`src/process_scheduler_fifo_sjf_stcf_rr_core_macros.svh`:
```
// Assertion macros used by the scheduler core.
`ifndef PROCESS_SCHEDULER_FIFO_SJF_STCF_RR_CORE_MACROS_SVH
`define PROCESS_SCHEDULER_FIFO_SJF_STCF_RR_CORE_MACROS_SVH
// Same-cycle implication, checked out of reset.
`define PSCH_ASSERT(lbl, ante, cons, msg) \
    lbl: assert property (@(posedge aclk) disable iff (!aresetn) (ante) |-> (cons)) \
        else $error(msg);
// Next-cycle implication, checked out of reset.
`define PSCH_ASSERT_NXT(lbl, ante, cons, msg) \
    lbl: assert property (@(posedge aclk) disable iff (!aresetn) (ante) |=> (cons)) \
        else $error(msg);
`endif

```
`src/psch_pkg.sv`:
```
// Types and constants shared by the scheduler modules.
package psch_pkg;
    localparam int MAX_JOBS_DEF  = 16;
    localparam int PID_BITS_DEF  = 8;
    localparam int TIME_BITS_DEF = 16;

    typedef enum logic [1:0] {
        POL_FIFO = 2'd0,
        POL_SJF  = 2'd1,
        POL_STCF = 2'd2,
        POL_RR   = 2'd3
    } policy_t;

    typedef enum logic [0:0] {
        OP_TICK   = 1'b0,
        OP_ARRIVE = 1'b1
    } op_t;

    typedef enum logic [2:0] {
        ST_IDLE,
        ST_SCAN,
        ST_PICK,
        ST_RUN,
        ST_OUT
    } state_t;

    // Queue operations for one cycle.
    typedef struct packed {
        logic push;    // write at tail, occupancy grows; ignored when full
        logic remove;  // take out at index, later entries close the gap
        logic append;  // with remove: write at new tail, occupancy unchanged
    } q_ctrl_t;
endpackage

```
`src/psch_queue.sv`:
```
// Ordered ready queue with tail push, removal at an index and one read port.
module psch_queue #(
    parameter int MAX_JOBS  = psch_pkg::MAX_JOBS_DEF,
    parameter int PID_BITS  = psch_pkg::PID_BITS_DEF,
    parameter int TIME_BITS = psch_pkg::TIME_BITS_DEF,
    parameter int IDX_W     = $clog2(MAX_JOBS),
    parameter int CNT_W     = $clog2(MAX_JOBS + 1)
) (
    input  logic                  aclk,
    input  logic                  aresetn,
    input  psch_pkg::q_ctrl_t     ctrl,
    input  logic [IDX_W-1:0]      rm_idx,
    input  logic [PID_BITS-1:0]   wr_pid,
    input  logic [TIME_BITS-1:0]  wr_rem,
    input  logic [TIME_BITS-1:0]  wr_arr,
    input  logic                  wr_started,
    input  logic [IDX_W-1:0]      rd_idx,
    output logic [PID_BITS-1:0]   rd_pid,
    output logic [TIME_BITS-1:0]  rd_rem,
    output logic [TIME_BITS-1:0]  rd_arr,
    output logic                  rd_started,
    output logic [CNT_W-1:0]      occ
);
    import psch_pkg::*;

    logic [PID_BITS-1:0]  pid_reg  [MAX_JOBS];
    logic [TIME_BITS-1:0] rem_reg  [MAX_JOBS];
    logic [TIME_BITS-1:0] arr_reg  [MAX_JOBS];
    logic                 strt_reg [MAX_JOBS];
    logic [PID_BITS-1:0]  pid_next  [MAX_JOBS];
    logic [TIME_BITS-1:0] rem_next  [MAX_JOBS];
    logic [TIME_BITS-1:0] arr_next  [MAX_JOBS];
    logic                 strt_next [MAX_JOBS];
    logic [CNT_W-1:0]     occ_reg, occ_next;
    logic [CNT_W-1:0]     tail;

    assign rd_pid     = pid_reg[rd_idx];
    assign rd_rem     = rem_reg[rd_idx];
    assign rd_arr     = arr_reg[rd_idx];
    assign rd_started = strt_reg[rd_idx];
    assign occ        = occ_reg;

    always_comb begin
        occ_next = occ_reg;
        tail     = occ_reg;
        if (ctrl.remove) begin
            tail = occ_reg - CNT_W'(1);
            if (!ctrl.append) begin
                occ_next = occ_reg - CNT_W'(1);
            end
        end else if (ctrl.push && occ_reg < CNT_W'(MAX_JOBS)) begin
            occ_next = occ_reg + CNT_W'(1);
        end
        for (int i = 0; i < MAX_JOBS; i++) begin
            pid_next[i]  = pid_reg[i];
            rem_next[i]  = rem_reg[i];
            arr_next[i]  = arr_reg[i];
            strt_next[i] = strt_reg[i];
            if (ctrl.remove && i < MAX_JOBS - 1 && CNT_W'(i) >= CNT_W'(rm_idx)) begin
                pid_next[i]  = pid_reg[(i + 1) % MAX_JOBS];
                rem_next[i]  = rem_reg[(i + 1) % MAX_JOBS];
                arr_next[i]  = arr_reg[(i + 1) % MAX_JOBS];
                strt_next[i] = strt_reg[(i + 1) % MAX_JOBS];
            end
            if ((ctrl.push || (ctrl.remove && ctrl.append)) && CNT_W'(i) == tail) begin
                pid_next[i]  = wr_pid;
                rem_next[i]  = wr_rem;
                arr_next[i]  = wr_arr;
                strt_next[i] = wr_started;
            end
        end
    end

    always_ff @(posedge aclk) begin
        if (!aresetn) begin
            occ_reg <= '0;
        end else begin
            occ_reg <= occ_next;
        end
    end

    always_ff @(posedge aclk) begin
        for (int i = 0; i < MAX_JOBS; i++) begin
            pid_reg[i]  <= pid_next[i];
            rem_reg[i]  <= rem_next[i];
            arr_reg[i]  <= arr_next[i];
            strt_reg[i] <= strt_next[i];
        end
    end
endmodule

```
`src/process_scheduler_fifo_sjf_stcf_rr_core.sv`:
```
// Unit-time job scheduler with FIFO, SJF, STCF and round robin policies.
//
// Usage: one beat on the s_ channel is either an arrival (s_tuser = 1, tdata holds the
// job id and burst) or a time tick (s_tuser = 0). Every input beat yields exactly one
// beat on the m_ channel that reports the time, whether an arrival was queued, which
// job ran on a tick, its first-run response time, completion with turnaround time,
// and the number of waiting jobs. The policy register is written through cfg_we and
// cfg_wdata; write it only while the block is idle, which the block does not enforce.
// Sequence: an arrival goes from acceptance straight to ST_OUT; a tick that neither
// dispatches nor scans passes through ST_RUN, and a FIFO or RR dispatch through ST_PICK
// and ST_RUN. A tick that dispatches under SJF or STCF, or checks preemption under STCF,
// first walks the ready queue in ST_SCAN with one shared compare unit, one entry a
// cycle, then goes through ST_PICK and ST_RUN; every item ends in ST_OUT.
// Flow: one item at a time; s_tready is high only when the block is idle and no
// result is waiting, so a new item is taken only once the receiver has taken the
// last result and the block is back in idle.
// Reset clears time, the queue occupancy, the running job and the policy (FIFO). While
// the receiver holds m_tready low the result is held stable and no input is taken.
`include "process_scheduler_fifo_sjf_stcf_rr_core_macros.svh"

module process_scheduler_fifo_sjf_stcf_rr_core #(
    parameter int MAX_JOBS  = psch_pkg::MAX_JOBS_DEF,
    parameter int PID_BITS  = psch_pkg::PID_BITS_DEF,
    parameter int TIME_BITS = psch_pkg::TIME_BITS_DEF,
    parameter int CNT_W     = $clog2(MAX_JOBS + 1),
    parameter int IN_W      = ((PID_BITS + TIME_BITS + 7) / 8) * 8,
    parameter int OUT_RAW   = 3 * TIME_BITS + PID_BITS + 4 + CNT_W,
    parameter int OUT_W     = ((OUT_RAW + 7) / 8) * 8
) (
    input  logic              aclk,
    input  logic              aresetn,
    input  logic              cfg_we,
    input  logic [1:0]        cfg_wdata,
    input  logic              s_tvalid,
    output logic              s_tready,
    // tdata: process_id, burst_length, zero fill.
    input  logic [IN_W-1:0]   s_tdata,
    // tuser: operation.
    input  logic              s_tuser,
    output logic              m_tvalid,
    input  logic              m_tready,
    // tdata: tick_time, accepted, running_valid, running_pid, first_run,
    // response_time, finished, turnaround_time, ready_count, zero fill.
    output logic [OUT_W-1:0]  m_tdata
);
    import psch_pkg::*;

    localparam int IDX_W = $clog2(MAX_JOBS);

    state_t               state_reg, state_next;
    policy_t              policy_reg;
    logic [TIME_BITS-1:0] time_reg, time_next;
    logic                 cur_valid_reg, cur_valid_next;
    logic [PID_BITS-1:0]  cur_pid_reg, cur_pid_next;
    logic [TIME_BITS-1:0] cur_rem_reg, cur_rem_next;
    logic [TIME_BITS-1:0] cur_arr_reg, cur_arr_next;
    logic                 cur_strt_reg, cur_strt_next;
    logic [CNT_W-1:0]     scan_reg, scan_next;
    logic [IDX_W-1:0]     best_idx_reg, best_idx_next;
    logic [TIME_BITS-1:0] best_rem_reg, best_rem_next;
    logic [TIME_BITS-1:0] best_age_reg, best_age_next;
    logic                 m_valid_reg, m_valid_next;
    logic                 acc_reg, acc_next;
    logic                 rv_reg, rv_next;
    logic [PID_BITS-1:0]  rpid_reg, rpid_next;
    logic                 fr_reg, fr_next;
    logic [TIME_BITS-1:0] resp_reg, resp_next;
    logic                 fin_reg, fin_next;
    logic [TIME_BITS-1:0] ta_reg, ta_next;

    q_ctrl_t              qctl;
    logic [IDX_W-1:0]     rm_idx, rd_idx;
    logic [PID_BITS-1:0]  wr_pid, rd_pid;
    logic [TIME_BITS-1:0] wr_rem, wr_arr, rd_rem, rd_arr;
    logic                 wr_started, rd_started;
    logic [CNT_W-1:0]     occ;

    logic [PID_BITS-1:0]  in_pid;
    logic [TIME_BITS-1:0] in_burst, rd_age, rem_dec;
    logic                 shortest_pol, take;

    assign in_pid       = s_tdata[PID_BITS-1:0];
    assign in_burst     = s_tdata[PID_BITS +: TIME_BITS];
    assign shortest_pol = (policy_reg == POL_SJF) || (policy_reg == POL_STCF);
    assign s_tready     = (state_reg == ST_IDLE) && !m_valid_reg;
    assign m_tvalid     = m_valid_reg;
    assign rd_age       = time_reg - rd_arr;
    assign rem_dec      = cur_rem_reg - TIME_BITS'(1);

    // Shared compare unit: less remaining time wins, then the older job.
    assign take = (scan_reg == '0) || (rd_rem < best_rem_reg) ||
                  ((rd_rem == best_rem_reg) && (rd_age > best_age_reg));

    assign m_tdata = OUT_W'({occ, ta_reg, fin_reg, resp_reg, fr_reg, rpid_reg,
                             rv_reg, acc_reg, time_reg});

    psch_queue #(
        .MAX_JOBS(MAX_JOBS), .PID_BITS(PID_BITS), .TIME_BITS(TIME_BITS),
        .IDX_W(IDX_W), .CNT_W(CNT_W)
    ) u_queue (
        .aclk(aclk), .aresetn(aresetn), .ctrl(qctl), .rm_idx(rm_idx),
        .wr_pid(wr_pid), .wr_rem(wr_rem), .wr_arr(wr_arr), .wr_started(wr_started),
        .rd_idx(rd_idx), .rd_pid(rd_pid), .rd_rem(rd_rem), .rd_arr(rd_arr),
        .rd_started(rd_started), .occ(occ)
    );

    always_comb begin
        state_next     = state_reg;
        time_next      = time_reg;
        cur_valid_next = cur_valid_reg;
        cur_pid_next   = cur_pid_reg;
        cur_rem_next   = cur_rem_reg;
        cur_arr_next   = cur_arr_reg;
        cur_strt_next  = cur_strt_reg;
        scan_next      = scan_reg;
        best_idx_next  = best_idx_reg;
        best_rem_next  = best_rem_reg;
        best_age_next  = best_age_reg;
        m_valid_next   = m_valid_reg;
        acc_next       = acc_reg;
        rv_next        = rv_reg;
        rpid_next      = rpid_reg;
        fr_next        = fr_reg;
        resp_next      = resp_reg;
        fin_next       = fin_reg;
        ta_next        = ta_reg;
        qctl           = '0;
        rm_idx         = '0;
        rd_idx         = '0;
        wr_pid         = cur_pid_reg;
        wr_rem         = cur_rem_reg;
        wr_arr         = cur_arr_reg;
        wr_started     = cur_strt_reg;
        case (state_reg)
            ST_IDLE: begin
                if (m_valid_reg && m_tready) begin
                    m_valid_next = 1'b0;
                end
                if (s_tvalid && s_tready) begin
                    acc_next  = 1'b0;
                    rv_next   = 1'b0;
                    rpid_next = '0;
                    fr_next   = 1'b0;
                    resp_next = '0;
                    fin_next  = 1'b0;
                    ta_next   = '0;
                    scan_next = '0;
                    if (op_t'(s_tuser) == OP_ARRIVE) begin
                        wr_pid     = in_pid;
                        wr_rem     = (in_burst == '0) ? TIME_BITS'(1) : in_burst;
                        wr_arr     = time_reg;
                        wr_started = 1'b0;
                        qctl.push  = 1'b1;
                        acc_next   = occ < CNT_W'(MAX_JOBS);
                        state_next = ST_OUT;
                    end else begin
                        time_next = time_reg + TIME_BITS'(1);
                        if (occ != '0 && ((cur_valid_reg && policy_reg == POL_STCF) ||
                                          (!cur_valid_reg && shortest_pol))) begin
                            state_next = ST_SCAN;
                        end else if (occ != '0 && !cur_valid_reg) begin
                            best_idx_next = '0;
                            state_next    = ST_PICK;
                        end else begin
                            state_next = ST_RUN;
                        end
                    end
                end
            end
            ST_SCAN: begin
                rd_idx = scan_reg[IDX_W-1:0];
                if (take) begin
                    best_idx_next = scan_reg[IDX_W-1:0];
                    best_rem_next = rd_rem;
                    best_age_next = rd_age;
                end
                scan_next = scan_reg + CNT_W'(1);
                if (scan_reg + CNT_W'(1) == occ) begin
                    state_next = ST_PICK;
                end
            end
            ST_PICK: begin
                rd_idx = best_idx_reg;
                rm_idx = best_idx_reg;
                if (!cur_valid_reg || rd_rem < cur_rem_reg) begin
                    qctl.remove    = 1'b1;
                    qctl.append    = cur_valid_reg;
                    cur_valid_next = 1'b1;
                    cur_pid_next   = rd_pid;
                    cur_rem_next   = rd_rem;
                    cur_arr_next   = rd_arr;
                    cur_strt_next  = rd_started;
                end
                state_next = ST_RUN;
            end
            ST_RUN: begin
                if (cur_valid_reg) begin
                    rv_next       = 1'b1;
                    rpid_next     = cur_pid_reg;
                    cur_strt_next = 1'b1;
                    cur_rem_next  = rem_dec;
                    if (!cur_strt_reg) begin
                        fr_next   = 1'b1;
                        resp_next = time_reg - cur_arr_reg;
                    end
                    if (rem_dec == '0) begin
                        fin_next       = 1'b1;
                        ta_next        = time_reg - cur_arr_reg;
                        cur_valid_next = 1'b0;
                    end else if (policy_reg == POL_RR && occ != '0) begin
                        wr_rem        = rem_dec;
                        wr_started    = 1'b1;
                        qctl.remove   = 1'b1;
                        qctl.append   = 1'b1;
                        cur_pid_next  = rd_pid;
                        cur_rem_next  = rd_rem;
                        cur_arr_next  = rd_arr;
                        cur_strt_next = rd_started;
                    end
                end
                state_next = ST_OUT;
            end
            ST_OUT: begin
                m_valid_next = 1'b1;
                state_next   = ST_IDLE;
            end
            default: begin
                state_next = ST_IDLE;
            end
        endcase
    end

    always_ff @(posedge aclk) begin
        if (!aresetn) begin
            state_reg     <= ST_IDLE;
            policy_reg    <= POL_FIFO;
            time_reg      <= '0;
            cur_valid_reg <= 1'b0;
            m_valid_reg   <= 1'b0;
        end else begin
            state_reg     <= state_next;
            if (cfg_we) begin
                policy_reg <= policy_t'(cfg_wdata);
            end
            time_reg      <= time_next;
            cur_valid_reg <= cur_valid_next;
            m_valid_reg   <= m_valid_next;
        end
    end

    always_ff @(posedge aclk) begin
        cur_pid_reg  <= cur_pid_next;
        cur_rem_reg  <= cur_rem_next;
        cur_arr_reg  <= cur_arr_next;
        cur_strt_reg <= cur_strt_next;
        scan_reg     <= scan_next;
        best_idx_reg <= best_idx_next;
        best_rem_reg <= best_rem_next;
        best_age_reg <= best_age_next;
        acc_reg      <= acc_next;
        rv_reg       <= rv_next;
        rpid_reg     <= rpid_next;
        fr_reg       <= fr_next;
        resp_reg     <= resp_next;
        fin_reg      <= fin_next;
        ta_reg       <= ta_next;
    end

    `PSCH_ASSERT(a_occ_bound, 1'b1, occ <= CNT_W'(MAX_JOBS), "ready queue overflow")
    `PSCH_ASSERT(a_fin_ran, m_valid_reg, !fin_reg || rv_reg, "finish without a running job")
    `PSCH_ASSERT(a_scan_range, state_reg == ST_SCAN, scan_reg < occ, "scan beyond queue")
    `PSCH_ASSERT_NXT(a_run_out, state_reg == ST_RUN, state_reg == ST_OUT && !m_valid_reg,
        "run step not followed by result")
endmodule

```
`config.mk`:
```
export PLATFORM = sky130hd
export DESIGN_NAME = process_scheduler_fifo_sjf_stcf_rr_core
export DESIGN_NICKNAME = d
export VERILOG_FILES = /design/src/psch_pkg.sv /design/src/psch_queue.sv /design/src/process_scheduler_fifo_sjf_stcf_rr_core.sv
export VERILOG_INCLUDE_DIRS = /design/src /design/src/src
export SDC_FILE = /design/constraint.sdc
export NUM_CORES = 2
export LEC_CHECK = 0
export BUFFER_PORTS_ARGS = -buffer_cell sky130_fd_sc_hd__clkbuf_2
export CAP_MARGIN = 20
export CORE_ASPECT_RATIO = 1.4
export CORE_MARGIN = 5
export CORE_UTILIZATION = 50
export CTS_BUF_LIST = sky130_fd_sc_hd__clkbuf_8 sky130_fd_sc_hd__clkbuf_16
export CTS_CLUSTER_DIAMETER = 50
export DETAILED_ROUTE_END_ITERATION = 8
export HOLD_SLACK_MARGIN = 0.15
export PLACE_DENSITY = 0.62
export SLEW_MARGIN = 25
export SYNTH_ARGS = -nofsm -noshare
export SYNTH_HDL_FRONTEND = slang
export SYNTH_HIERARCHICAL = 1
export SYNTH_SLANG_ARGS = --single-unit
```
`constraint.sdc`:
```
create_clock -name aclk -period 11.8 [get_ports aclk]
set_input_delay 1.77 -clock aclk [delete_from_list [all_inputs] [get_ports aclk]]
set_output_delay 1.77 -clock aclk [all_outputs]
set_load 0.1 [all_outputs]
```
After elaboration in Yosys (flattened, before gate mapping)
Memory sizes are Yosys's and may differ from the RTL's.
Cells that the tools add are included.

storage, ports and cells
  register bits after elaboration = 154
  bits in latches = 0
  memory bits (writable) = 656
  memory bits (read-only) = 0
  output and inout port bits = 74
  word-level logic and storage cells = 382
  memories kept = 4

cells by class
  $add $sub $neg = 7
  $mul = 0
  divide/modulo/power cells = 0
  magnitude comparators = 19
  eq/ne operators = 39
  shift-type cells = 0
  mux-type cells = 216
  bitwise logic cells = 1
  reductions and logical operators = 75

memory list
  name              depth  bits a word  read ports  clocked after Yosys merged registers in  write ports  RTL line          RTL
  u_queue.arr_reg   16     16           16          0                                        16           psch_queue.sv:28  logic [TIME_BITS-1:0] arr_reg [MAX_JOBS];
  u_queue.rem_reg   16     16           16          0                                        16           psch_queue.sv:27  logic [TIME_BITS-1:0] rem_reg [MAX_JOBS];
  u_queue.pid_reg   16     8            16          0                                        16           psch_queue.sv:26  logic [PID_BITS-1:0] pid_reg [MAX_JOBS];
  u_queue.strt_reg  16     1            16          0                                        16           psch_queue.sv:29  logic strt_reg [MAX_JOBS];

operators by type and width
  cell                                                              count
  2-to-1 mux 16 bit                                                 84
  2-to-1 mux 8 bit                                                  40
  case mux 16 bit (2 select lines)                                  5
  2-to-1 mux 1 bit                                                  54
  logical AND 1 bit                                                 42
  equality test 4 x 5 -> 1 bit, first input constant                8
  logical NOT 16 bit                                                2
  less-than comparator 16 bit                                       2
  case mux 8 bit (2 select lines)                                   2
  subtractor 16 bit                                                 2
  greater-or-equal comparator 4 bit, first input constant           7
  2-to-1 mux 5 bit                                                  5
  2-to-1 mux 4 bit                                                  6
  != test 2 bit, second input constant                              12
  equality test 3 x 5 -> 1 bit, first input constant                4
  adder 16 x 1 -> 16 bit, second input constant                     1
  equality test 16 bit                                              1
  greater-or-equal comparator 3 x 4 -> 1 bit, first input constant  4
  > comparator 16 bit                                               1
  case mux 4 bit (2 select lines)                                   2
  subtractor 16 x 1 -> 16 bit, second input constant                1
  case mux 1 bit (2 select lines)                                   7
  AND reduction 2 bit                                               7
  case mux 3 bit (4 select lines)                                   1
  29 further kinds                                                  57

Longest topological paths before layout
An unclocked memory read counts as a cell.

  depth after elaboration = 11
  depth in mapped cells = 27
  mapped depth without buffers = 22

By module
The synthesis kept the hierarchy.

modules (own cells, without submodules)
  module                                   instances  cells each  area each (um^2)  seq. area each (um^2)
  psch_queue                               1          1,747       32,826.5          19,799.0
  process_scheduler_fifo_sjf_stcf_rr_core  1          917         9,317.7           4,244.1

Worst setup path before layout
Ideal clock, no wire load.

  kind = reg-to-reg
  from = register state_reg[0]
  to = memory u_queue/arr_reg[0][0] (netlist name), enable pin
  library setup time = 553 ps
  arrival = 9,685 ps
  required time = 11,247 ps
  slack = 1,563 ps
  stages on the path, launching flop included = 23
  period minus slack after synthesis = 10,237 ps
  cell sequence = dfxtp_1 -> clkbuf_1 -> or3b_2 -> clkbuf_1 -> nor2_1 -> or2_2 -> buf_2 -> buf_1 -> clkbuf_1 -> mux4_2 -> mux4_2 -> ha_1 -> a21o_1 -> a31oi_1 -> o21ai_0 -> a2111o_1 -> a21oi_1 -> o21ai_0 -> nand3_1 -> buf_2 -> buf_1 -> nand2b_1 -> o41ai_1

RTL lines
  item                      RTL line                                        RTL
  start: declaration        process_scheduler_fifo_sjf_stcf_rr_core.sv:50   state_t state_reg, state_next;
  start signal: assignment  process_scheduler_fifo_sjf_stcf_rr_core.sv:241  state_reg <= state_next;
  end: declaration          psch_queue.sv:28

==> qor.txt <==
status = finished, final reports clean
first-pass GRT wire length = 171000 µm
Crit path required time = 12.10 ns
max cap viols = 0
Vias/cell = 6.35
Fin. Hold Viols = 0
global placer's final weighted congestion = 0.822
die width = 255 µm
crit-path max FO = 45
starting density of the core = 50.2%
CP Class = reg2reg
Port Buffer Count = 98
Setup crit start kind = register
Detailed Route WL = 116000 µm
Synth Area in Simple Gates = 4.30%
Area Growth Syn to Fin = 10.5%
cell count after synthesis = 2664
Final TNS setup = 0 ns
Root Buffer = clkbuf_16
postcts setup bufs = 0
number of synthesized register bits = 810
Tot GR Track Use = 25.1%
layout cell share with drive strength beyond 1 = 39.1%
fin crit share = 82.0%
hold buffers post-CTS = 0
Yosys top cell by area = edfxtp_1
Synth Area in Compound Gates = 3.38%
worst-case clock buffer depth = 3
hpwl dp = 68100 µm
Clock Latency Late Sink = 0.65 ns
met1 usage = 33.0%
Final Max Slew Viols = 0
most frequent cell after synthesis = edfxtp_1
met2 Use GR = 42.9%
xor/xnor share of the synthesized area = 1.29%
grt peak-use layer = met2
asr flop ratio synth = 0%
vias in the first global route = 25764
Crit path arrival time = 9.98 ns
initial antenna violation count = 2
GR Util met3 = 4.55%
Rel. slew slack = 32.0%
Die Y = 354 µm
synth unique cells = 78
Worst-path clk slew = 0.06 ns
setup repair after global routing missed its margin = no
post-synthesis mux area share = 28.0%
via count = 24653
DRC violations left = 0
largest net degree at the start of global routing = 89
Final #Nets = 2857
core area = 84000 µm²
Adder-Cell Fraction of Synth Area = 2.71%
top_reg_cell synth = edfxtp_1
Hold Path Class = reg2reg
worst-margin pin slew = 1.02 ns
DRT antenna net count = 0
Post-synth EDFFs = 782
Site Rows = 126
final clock skew = 0.0334 ns
synthesized cell area = 42100 µm²
top cells by area, synth = edfxtp_1 56%, mux2_2 14%, mux4_2 11%
H-Tree Depth = 3
CP Capture Type = register
die area = 90300 µm²
Mapped Avg Cell Area = 15.8 µm²
Synth top area share = 55.7%
DRT Pass-1 Iters = 5
largest family of logic cells by synthesized area = multiplexers
CTS tree = done
final setup violating endpoints = 0
post_cts resized = 0
initial drt markers = 2139
total grt overflow = 0
IO Count = 106
Commonest cells post-synth = 782 x edfxtp_1, 534 x mux2_2, 205 x mux4_2, 107 x inv_1, 101 x nand2_1
sequential fraction of the synthesis area = 57.0%
number of synthesis warnings = 6
WL per Instance = 29.8 µm
f_max = 103 MHz
minimum clock period = 9.67 ns
CTS Buf Count = 85
CTS sink cnt = 810
## cells by family after synthesis
logic type,after synthesis
compound gates,213
xor+xnor,61
fa+ha+maj,90
buf+inv,299
flops,810
mux,843
other cells,1
simple gates,347
## layout make-up
cell class	instances	area (µm²)
Fill cell	6664	37500
Sequential cell	810	24000
Multi-Input combinational cell	1561	17000
Clock buffer	90	2220
Tap cell	1088	1360
Timing Repair Buffer	170	1100
Clock inverter	57	455
Inverter	107	402
Antenna cell	1	2.50
## worst max-delay path, stage by stage, from the launching register on
cell and delay [ns]:
dfxtp_1 0.44, or3b_2 0.61, nor2_1 0.18, or2_4 0.70, buf_4 0.47, mux4_2 0.57
mux4_2 0.59, ha_1 0.34, nand3_1 0.10, a211oi_1 0.21, a21oi_1 0.11, o21ai_0 0.65
nand3_1 0.82, and4bb_1 0.53, xor2_2 0.19, nor4b_2 0.53, and2_2 0.23, buf_4 0.62
nand2b_2 0.90, buf_4 0.45
## metrics by stage
step | hold WS, ns | cell area, µm² | instances | setup slack (ns) | util [%]
4_1_cts | 0.551 | 46500 | 3881 | 1.79 | 55.3
6_report | 0.548 | 46600 | 3884 | 2.13 | 55.4
3_5_place_dp | 0.542 | 43800 | 3734 | 1.84 | 52.1
5_1_grt | 0.569 | 46600 | 3883 | 1.55 | 55.4
2_1_floorplan | 0.497 | 42200 | 2670 | 1.56 | -
3_3_place_gp | 0.526 | 43800 | 3733 | 2.11 | 52.1
## path summary, 6_finish.rpt
| kind | startpoint | end | slack, ns | cells past startpoint |
|---|---|---|---|---|
| worst min-delay path | u_queue/arr_reg[14][9] | u_queue/arr_reg[13][9] | 0.55 | 1 |
| worst min register to register | u_queue/arr_reg[14][9] | u_queue/arr_reg[13][9] | 0.55 | 1 |
| worst max register to register | state_reg[0] | u_queue/rem_reg[7][11] | 2.13 | 19 |
| worst max-delay path | state_reg[0] | u_queue/rem_reg[7][11] | 2.13 | 19 |
## placed cells by master, fill, tap and decap left out, drive strengths merged, types with 7 or more instances in the layout
master / netlist / layout
nand4: 15 / 15
inv: 107 / 132
bufinv: 0 / 7
o211ai: 8 / 8
o21a: 10 / 10
ha: 88 / 88
xor2: 21 / 21
and3: 11 / 11
mux2i: 11 / 11
clkbuf: 82 / 188
a31oi: 12 / 12
nand2: 101 / 101
nor2b: 21 / 21
a21oi: 44 / 44
buf: 110 / 72
dfxtp: 28 / 28
or3: 7 / 7
xnor2: 40 / 40
and2: 36 / 36
o21ai: 54 / 54
nand2b: 8 / 8
clkinv: 0 / 23
nor4: 12 / 12
o31ai: 10 / 10
nand3: 22 / 22
a21o: 20 / 20
or2: 11 / 11
mux4: 205 / 205
nor2: 58 / 58
conb: 1 / 7
nor3: 22 / 22
mux2: 627 / 627
edfxtp: 782 / 782
## metal layers
metal  up-vias  wire length [µm]
li1      10595                 -
met1     12941             47100
met2       934             57700
met3       183              7950
met4         0              3020
met5         -                 0
Power is left out: the tool's default activity adds up to more than one toggle a clock period on the data nets, which glitch-free logic cannot reach.
